--- src/design/vacn_pkg.sv ---
// ----------------------------------------------------------------------------
// vacn_pkg
// Shared types, constants and helpers for the vector accumulate / cross /
// normalize block.
// ----------------------------------------------------------------------------
package vacn_pkg;

	localparam int FRAC_BITS  = 16;
	localparam int W          = 32;
	localparam int PROD_W     = 2 * W;
	localparam int DIFF_W     = PROD_W + 1;
	localparam int REM_W      = W + 4;
	localparam int SQRT_STEPS = W;
	localparam int DIV_STEPS  = FRAC_BITS + 1;
	localparam int MUL_CROSS  = 6;
	localparam int MUL_NORM   = 3;
	localparam int CNT_MAX    = (SQRT_STEPS > DIV_STEPS) ? SQRT_STEPS : DIV_STEPS;
	localparam int CNT_W      = $clog2(CNT_MAX);

	typedef enum logic [1:0] {
		KIND_LOAD  = 2'd0,
		KIND_ADD   = 2'd1,
		KIND_CROSS = 2'd2,
		KIND_NORM  = 2'd3
	} kind_t;

	typedef struct packed {
		logic [1:0]          kind;
		logic signed [W-1:0] op_x;
		logic signed [W-1:0] op_y;
		logic signed [W-1:0] op_z;
	} in_item_t;

	typedef struct packed {
		logic signed [W-1:0] res_x;
		logic signed [W-1:0] res_y;
		logic signed [W-1:0] res_z;
		logic                saturated;
	} out_item_t;

	// controller -> datapath
	typedef struct packed {
		logic       capture;
		logic       mul_en;
		logic [2:0] mul_idx;
		logic       sq_init;
		logic       sq_step;
		logic       dv_init;
		logic       dv_step;
		logic       commit;
		kind_t      kind;
	} cmd_t;

	typedef struct packed {
		logic         sat;
		logic [W-1:0] val;
	} clamp_t;

	// clamp a wide signed value to the signed W-bit range
	function automatic clamp_t clamp_w(input logic signed [DIFF_W-1:0] v);
		clamp_t r;
		logic signed [DIFF_W-1:0] hi;
		logic signed [DIFF_W-1:0] lo;
		hi = DIFF_W'((65'sd1 <<< (W - 1)) - 65'sd1);
		lo = -DIFF_W'(65'sd1 <<< (W - 1));
		r.sat = 1'b0;
		r.val = v[W-1:0];
		if (v > hi) begin
			r.sat = 1'b1;
			r.val = {1'b0, {(W-1){1'b1}}};
		end else if (v < lo) begin
			r.sat = 1'b1;
			r.val = {1'b1, {(W-1){1'b0}}};
		end
		return r;
	endfunction

	function automatic logic [W-1:0] mag(input logic signed [W-1:0] c);
		return c[W-1] ? W'(-c) : W'(c);
	endfunction

endpackage

--- src/design/vacn_ctrl.sv ---
// ----------------------------------------------------------------------------
// vacn_ctrl
// Sequencer: multiply passes, square root steps, divide steps, commit.
// ----------------------------------------------------------------------------
module vacn_ctrl (
	input  logic           clk,
	input  logic           arst_n,
	input  logic           in_valid,
	output logic           in_ready,
	input  logic [1:0]     in_kind,
	output logic           out_valid,
	input  logic           out_ready,
	output vacn_pkg::cmd_t cmd
);
	import vacn_pkg::*;

	typedef enum logic [2:0] {
		ST_IDLE, ST_MUL, ST_SQ_INIT, ST_SQ, ST_DV_INIT, ST_DV, ST_COMMIT
	} state_t;

	state_t           state_q;
	kind_t            kind_q;
	logic [CNT_W-1:0] cnt_q;
	logic             accept;
	logic             slot_free;

	assign in_ready  = (state_q == ST_IDLE);
	assign accept    = in_valid && in_ready;
	assign slot_free = !out_valid || out_ready;

	always_comb begin
		cmd         = '0;
		cmd.kind    = kind_q;
		cmd.capture = accept;
		cmd.mul_idx = cnt_q[2:0];
		unique case (state_q)
			ST_IDLE:    ;
			ST_MUL:     cmd.mul_en  = 1'b1;
			ST_SQ_INIT: cmd.sq_init = 1'b1;
			ST_SQ:      cmd.sq_step = 1'b1;
			ST_DV_INIT: cmd.dv_init = 1'b1;
			ST_DV:      cmd.dv_step = 1'b1;
			ST_COMMIT:  cmd.commit  = slot_free;
			default:    ;
		endcase
	end

	always_ff @(posedge clk or negedge arst_n) begin
		if (!arst_n) begin
			state_q   <= ST_IDLE;
			kind_q    <= KIND_LOAD;
			cnt_q     <= '0;
			out_valid <= 1'b0;
		end else begin
			// new result wins over the clear of the one leaving
			if (state_q == ST_COMMIT && slot_free)
				out_valid <= 1'b1;
			else if (out_ready)
				out_valid <= 1'b0;
			unique case (state_q)
				ST_IDLE: begin
					cnt_q <= '0;
					if (accept) begin
						kind_q <= kind_t'(in_kind);
						if (kind_t'(in_kind) == KIND_CROSS || kind_t'(in_kind) == KIND_NORM)
							state_q <= ST_MUL;
						else
							state_q <= ST_COMMIT;
					end
				end
				ST_MUL: begin
					cnt_q <= cnt_q + 1'b1;
					if (kind_q == KIND_CROSS && cnt_q == CNT_W'(MUL_CROSS - 1)) begin
						state_q <= ST_COMMIT;
					end else if (kind_q == KIND_NORM && cnt_q == CNT_W'(MUL_NORM - 1)) begin
						state_q <= ST_SQ_INIT;
					end
				end
				ST_SQ_INIT: begin
					cnt_q   <= '0;
					state_q <= ST_SQ;
				end
				ST_SQ: begin
					cnt_q <= cnt_q + 1'b1;
					if (cnt_q == CNT_W'(SQRT_STEPS - 1))
						state_q <= ST_DV_INIT;
				end
				ST_DV_INIT: begin
					cnt_q   <= '0;
					state_q <= ST_DV;
				end
				ST_DV: begin
					cnt_q <= cnt_q + 1'b1;
					if (cnt_q == CNT_W'(DIV_STEPS - 1))
						state_q <= ST_COMMIT;
				end
				ST_COMMIT: begin
					if (slot_free)
						state_q <= ST_IDLE;
				end
				default: state_q <= ST_IDLE;
			endcase
		end
	end

`ifndef SYNTHESIS
	a_busy_after_accept: assert property (@(posedge clk) disable iff (!arst_n)
		accept |=> !in_ready)
		else $error("ready high right after a transfer in");
	a_no_overwrite: assert property (@(posedge clk) disable iff (!arst_n)
		cmd.commit |-> (!out_valid || out_ready))
		else $error("result overwritten while waiting");
	a_commit_shows: assert property (@(posedge clk) disable iff (!arst_n)
		cmd.commit |=> out_valid)
		else $error("commit without result valid");
	a_one_step: assert property (@(posedge clk) disable iff (!arst_n)
		$onehot0({cmd.mul_en, cmd.sq_init, cmd.sq_step, cmd.dv_init, cmd.dv_step,
			cmd.commit}))
		else $error("datapath commands overlap");
`endif

endmodule

--- config.mk ---
export PLATFORM = sky130hd
export DESIGN_NAME = vacn_ctrl
export DESIGN_NICKNAME = d
export VERILOG_FILES = /design/src/design/vacn_pkg.sv /design/src/design/vacn_ctrl.sv
export SDC_FILE = /design/constraint.sdc
export NUM_CORES = 1
export LEC_CHECK = 0
export ABC_CLOCK_PERIOD_IN_PS = 2800
export BUFFER_PORTS_ARGS = -buffer_cell sky130_fd_sc_hd__buf_2
export CAP_MARGIN = 20
export CORE_MARGIN = 2
export CORE_UTILIZATION = 25
export CTS_BUF_LIST = sky130_fd_sc_hd__clkbuf_8 sky130_fd_sc_hd__clkbuf_16
export CTS_CLUSTER_DIAMETER = 120
export CTS_CLUSTER_SIZE = 20
export DETAILED_ROUTE_END_ITERATION = 10
export PLACE_DENSITY = 0.45
export SYNTH_ARGS = -nofsm -noshare
export SYNTH_HDL_FRONTEND = slang
export SYNTH_SLANG_ARGS = --single-unit
--- constraint.sdc ---
create_clock -name clk -period 2.8 [get_ports clk]
set_clock_uncertainty 0.2 [all_clocks]
set_input_delay 0.14 -clock clk [delete_from_list [all_inputs] [get_ports clk]]
set_output_delay 0.14 -clock clk [all_outputs]
set_load 0.02 [all_outputs]
==> results of run 1 <==
==> final cells by class <==
cell class,count,area [um2],share of cell area [%]
Clock buffer,3,41.3,4.13
Clock inverter,1,3.75,0.375
Inverter,8,30.0,3.00
Multi-Input combinational cell,57,460,46.0
Sequential cell,11,275,27.5
Tap cell,44,55.1,5.50
Timing Repair Buffer,23,135,13.5
==> kinds of logic (layout without fill, tap and decap cells) <==
family / Yosys count / in the layout
buffers and inverters: 16 / 35
adders and majority gates: 5 / 5
AOI/OAI and AO/OA: 16 / 16
DFF: 11 / 11
muxes: 5 / 5
and+or+nand+nor: 31 / 31
==> worst max-delay path: stages, from the launching register on <==
cell and delay [ps]:
dfrtp_1 430, ha_1 240, and3_2 210, ha_1 170, nor3b_1 230, o21ai_2 130
o311ai_4 120, mux2_4 330
==> cell usage in the layout, fill, tap and decap left out, types with 2 or more instances in the layout <==
master | netlist | layout
and2_1 | 3 | 3
a21oi_1 | 2 | 2
mux2_2 | 2 | 2
inv_1 | 8 | 9
mux2i_1 | 2 | 2
clkbuf_8 | 0 | 3
dfrtp_1 | 11 | 11
dlygate4sd3_1 | 0 | 4
nand2_1 | 8 | 8
buf_2 | 3 | 19
a211oi_1 | 2 | 2
o21ai_0 | 5 | 5
ha_1 | 5 | 5
nor3_1 | 6 | 6
==> per-stage QoR <==
stage          instances  util (%)  area (um2)
4_1_cts              147      32.5        1000
5_1_grt              147      32.5        1000
6_report             147      32.5        1000
3_5_place_dp         139      29.8         916
2_1_floorplan         84         -         815
3_3_place_gp         139      29.8         916
==> state kept, by name, summed over array words and instances, names as in the netlist <==
register and cells:
cnt_q 5, kind_q 2, out_valid 1, state_q 3
==> report_power, final <==
part | leakage, nW | switching [mW] | internal, mW
logic | 0.311 | 0.311 | 0.251
clock network | 0.0269 | 0.0586 | 0.0962
registers | 0.142 | 0.118 | 0.218
total | 0.479 | 0.487 | 0.565
==> what timing repair did <==
item | 4_1_cts | 5_1_grt
resized for setup | 0 | 0
hold buffers | 4 | 0
endpoints found under the hold margin | 14 | 0
==> per-layer routing <==
metal	track usage (%)	vias up
met4	5.59	0
met2	15.7	12
met3	1.47	2
met1	14.7	323
li1	-	327
met5	0	-
==> final timing paths <==
check                        endpoint  cells past startpoint      start  slack, ps
max                        state_q[0]                      7   cnt_q[0]        630
min                         kind_q[1]                      2     arst_n        120
max reg2reg                state_q[0]                      7   cnt_q[0]        630
min reg2reg                 kind_q[1]                      1  kind_q[1]        320
max in group asynchronous  state_q[1]                      2     arst_n       2060
min in group clk            kind_q[1]                      3   in_valid        140
==> impl_metrics.tcl, run 1 <==
set metrics [dict create \
    status "completed" \
    firstDrtPassIters 4 \
    antenna_found_initial 0 \
    clkLatencyLatePin_ps 230 \
    hp-class "in2async" \
    powerDensity_mw_per_mm2 1050 \
    yosys.area_share.adder_pct 7.68 \
    start_kind "register" \
    area_delta_synth_final_pct 22.9 \
    avgRoutedWirePerCell_um 11.8 \
    grt_pass1_wl_um 2830 \
    dieArea_mm2 0.00373 \
    hpwl_um 1270 \
    first_global_vias 588 \
    drc 0 \
    synth_edf_count 0 \
    clkTransAtPathRegs_ps 50 \
    yosys.area.top_type "dfrtp_1" \
    wl_met1_um 803 \
    synth_top_family_by_area "simple AND/OR/NAND/NOR gates" \
    grt_max_degree 18 \
    start_util_pct 26.5 \
    synth_warnings 0 \
    highest_layer "met4" \
    crit_fanout 6 \
    ir_worst_vdd_v 0.000477 \
    dr.first_iter.drc_count 15 \
    root_buffer "clkbuf_8" \
    criticalPathCategory "reg2reg" \
    track_usage_pct 10.5 \
    period_minus_slack_ps 2170 \
    port_buffers 19 \
    synth_xor_area_share_pct 0 \
    antenna_left 0 \
    synth.area.top_cells "dfrtp_1 (34%), ha_1 (7.7%), nor3_1 (3.7%)" \
    max-cap-violations 0 \
    syn-cell-area_um2 815 \
    syn_inst 84 \
    antenna_cells 0 \
    yosys-top-cells-count "dfrtp_1 (11), inv_1 (8), nand2_1 (8)" \
    die_w_um 61.1 \
    synth_compound_area_share_pct 17.8 \
    synth_most_common_cell "dfrtp_1" \
    synthMuxAreaShare_pct 7.07 \
    tightest_slew_ps 502 \
    cts_buffers 3 \
    setup_tns_ps 0 \
    worstPathArrival_ps 2090 \
    final_layout_size_suffix_gt1_share_pct 35.9 \
    finalWirelength_um 1730 \
    num-nets-final 115 \
    final.setup.worst_slack_ps 626 \
    place_ws_ps 624 \
    place.gp.congestion 0.770 \
    cts_sinks 11 \
    cts_setup_buffers 0 \
    fin_crit_sh_pct 77.6 \
    yosysSeqAreaShare_pct 33.8 \
    drv_slew 0 \
    syn_avg_cell_area_um2 9.70 \
    ys_types 36 \
    synth_top_cell_area_share_pct 33.8 \
    cts_tree "built" \
    rsz0062_at_grt "no" \
    grt-ovfl-total 0 \
    finalSetupViolCount 0 \
    met3_length_um 50 \
    ys_async_sr_fraction_pct 100 \
    timing.fmax_mhz 460 \
    die-height_um 61.1 \
    vias 664 \
    finalHoldViolCount 0 \
    met2_length_um 862 \
    yosys.area_share.simple_pct 24.0 \
    p_total_mw 1.05 \
    max_slew_margin_pct 66.5 \
    p_leak_nw 0.479 \
    floorplan.rows 20 \
    cts_buffer_depth 2 \
    coreArea_mm2 0.00308 \
    via_per_inst 4.52 \
    synth_ff_type "dfrtp_1" \
    synth_seq_cells 11 \
    crit_required_ps 2720 \
    htree_levels 1 \
    worstSetupEndpointType "register" \
    fillerInstances 331 \
    hold_slack_ps 117 \
    ios 20 \
    synth_nets 95 \
]
Note: power is estimated with default switching activity, not from simulation.
==> inputs of run 2 (changes only) <==
--- a/config.mk
+++ b/config.mk
@@ -5,7 +5,7 @@
 export SDC_FILE = /design/constraint.sdc
 export NUM_CORES = 1
 export LEC_CHECK = 0
-export ABC_CLOCK_PERIOD_IN_PS = 2800
+export ABC_CLOCK_PERIOD_IN_PS = 2240
 export BUFFER_PORTS_ARGS = -buffer_cell sky130_fd_sc_hd__buf_2
 export CAP_MARGIN = 20
 export CORE_MARGIN = 2
==> constraint.sdc (replaced) <==
create_clock -name clk -period 2.24 [get_ports clk]
set_clock_uncertainty 0.2 [all_clocks]
set_input_delay 0.112 -clock clk [delete_from_list [all_inputs] [get_ports clk]]
set_output_delay 0.112 -clock clk [all_outputs]
set_load 0.02 [all_outputs]
==> run 2 against run 1 <==
Clock power rose by 31%. Fmax rose by 3.4%. Combinational power rose by 41%. Clock-buffer cell count is the same. Global-route usage increased by 0.48 points. Worst hold slack worse by 45 ps. Die area did not move. Core utilization is 0.98 points higher. Non-clock buffer count is 4 higher. Total power is 31% higher. Sequential power up 14%. Largest cell class unchanged. Largest power group unchanged.
==> impl_metrics.tcl, run 2 (synthesized netlist as in run 1, its figures left out) <==
set metrics [dict create \
    period_minus_slack_ps 2100 \
    cts_setup_buffers 0 \
    reg2reg_depth 7 \
    tightest_slew_ps 460 \
    cp_top_family "simple AND/OR/NAND/NOR gates" \
    status "completed" \
    firstDrtPassIters 4 \
    antenna_left 0 \
    cp_slowest_cell "dfrtp_1" \
    track_usage_pct 11.0 \
    worstSetupEndpointType "register" \
    final_layout_size_suffix_gt1_share_pct 38.3 \
    htree_levels 1 \
    via_per_inst 4.59 \
    setup_tns_ps 0 \
    max-cap-violations 0 \
    powerDensity_mw_per_mm2 1340 \
    cp.depth 7 \
    cp_num_buf_inv 0 \
    worstPathArrival_ps 2030 \
    grt-ovfl-total 0 \
    grt_pass1_wl_um 2920 \
    antenna_found_initial 0 \
    drc 0 \
    num-nets-final 119 \
    layout_common_cells "buf_2 (19), dfrtp_1 (11), inv_1 (9)" \
    largest_reg_flops 5 \
    fin_crit_sh_pct 93.8 \
    area_delta_synth_final_pct 26.6 \
    reg_top3 "cnt_q x5, state_q x3, kind_q x2" \
    die_w_um 61.1 \
    grt_max_degree 12 \
    final_cells 151 \
    die-height_um 61.1 \
    post-route-util_pct 33.5 \
    post-place-cells 143 \
    path_cells "ha_1 -> and3_2 -> ha_1 -> nor3b_1 -> o21ai_2 -> o311ai_4 -> mux2_4" \
    start_kind "register" \
    root_buffer "clkbuf_8" \
    clkLatencyLatePin_ps 240 \
    start_util_pct 26.5 \
    timing.fmax_mhz 476 \
    cpPeakStageDelay_ps 380 \
    cts_buffer_depth 2 \
    final_common_cell "buf_2" \
    finalWirelength_um 1800 \
    place.gp.congestion 0.779 \
    cts_buffers 3 \
    crit_fanout 3 \
    cts_sinks 11 \
    ir_worst_vdd_v 0.000564 \
    dr.first_iter.drc_count 15 \
    hpwl_um 1320 \
    vias 693 \
    finalHoldViolCount 0 \
    criticalPathCategory "reg2reg" \
    max_slew_margin_pct 69.1 \
    hp-class "in2async" \
    ios 20 \
    avgRoutedWirePerCell_um 11.9 \
    finalSetupViolCount 0 \
    coreArea_mm2 0.00308 \
    rsz0062_at_grt "no" \
    first_global_vias 625 \
    crit_required_ps 2170 \
    final_area_mm2 0.00103 \
    port_buffers 19 \
    clkTransAtPathRegs_ps 60 \
    drv_slew 0 \
    antenna_cells 0 \
    floorplan.rows 20 \
    cts_tree "built" \
    dieArea_mm2 0.00373 \
    largest-register "cnt_q" \
    post_dp_cell_area_um2 946 \
    p_leak_nw 0.500 \
    crit_top_cell "ha_1" \
]
-- run 2: cell count changes in the layout (fill, tap and decap cells not counted) --
| cell | delta |
|---|---|
| buf_4 | +4 |
-- run 2: path summary, 6_finish.rpt --
kind | slack, ps | startpoint | endpoint
max | 140 | cnt_q[0] | state_q[0]
min | 70 | arst_n | state_q[2]
max reg2reg | 140 | cnt_q[0] | state_q[0]
min reg2reg | 340 | kind_q[1] | kind_q[1]
max in group asynchronous | 1550 | arst_n | cnt_q[2]
min in group clk | 100 | in_valid | state_q[1]
-- run 2: power by group --
group / internal, mW / switching [mW]
clock network: 0.121 / 0.0820
registers: 0.273 / 0.110
logic: 0.346 / 0.447
total: 0.740 / 0.639
-- run 2: final cells by class --
class	instances	area, um2
clock inverter	1	3.75
clock buffer	3	41.3
inverter	8	30.0
sequential	11	275
multi-input combinational	57	460
tap	44	55.1
fill	337	2050
timing repair buffer	27	165
-- run 2: timing repair --
| action | in CTS | in global routing |
|---|---|---|
| endpoints found under the hold margin | 14 | 0 |
| gates resized for setup | 0 | 0 |
| hold buffers | 4 | 0 |
-- run 2: through the flow --
stage	hold slack [ps]	setup WS, ps	total power, mW
floorplan	-384	96.5	0.980
global placement	-191	160	1.16
detailed placement	-195	148	1.17
CTS	77.3	124	1.39
global route	115	4.22	1.47
finish	72.4	138	1.38
-- run 2: metal layers --
layer	global-route usage [%]	vias to the layer above	share of wire [%]
li1	-	338	-
met1	14.3	335	46
met2	17.3	16	49
met3	1.47	4	3.5
met4	6.52	0	2.0
met5	0	-	0
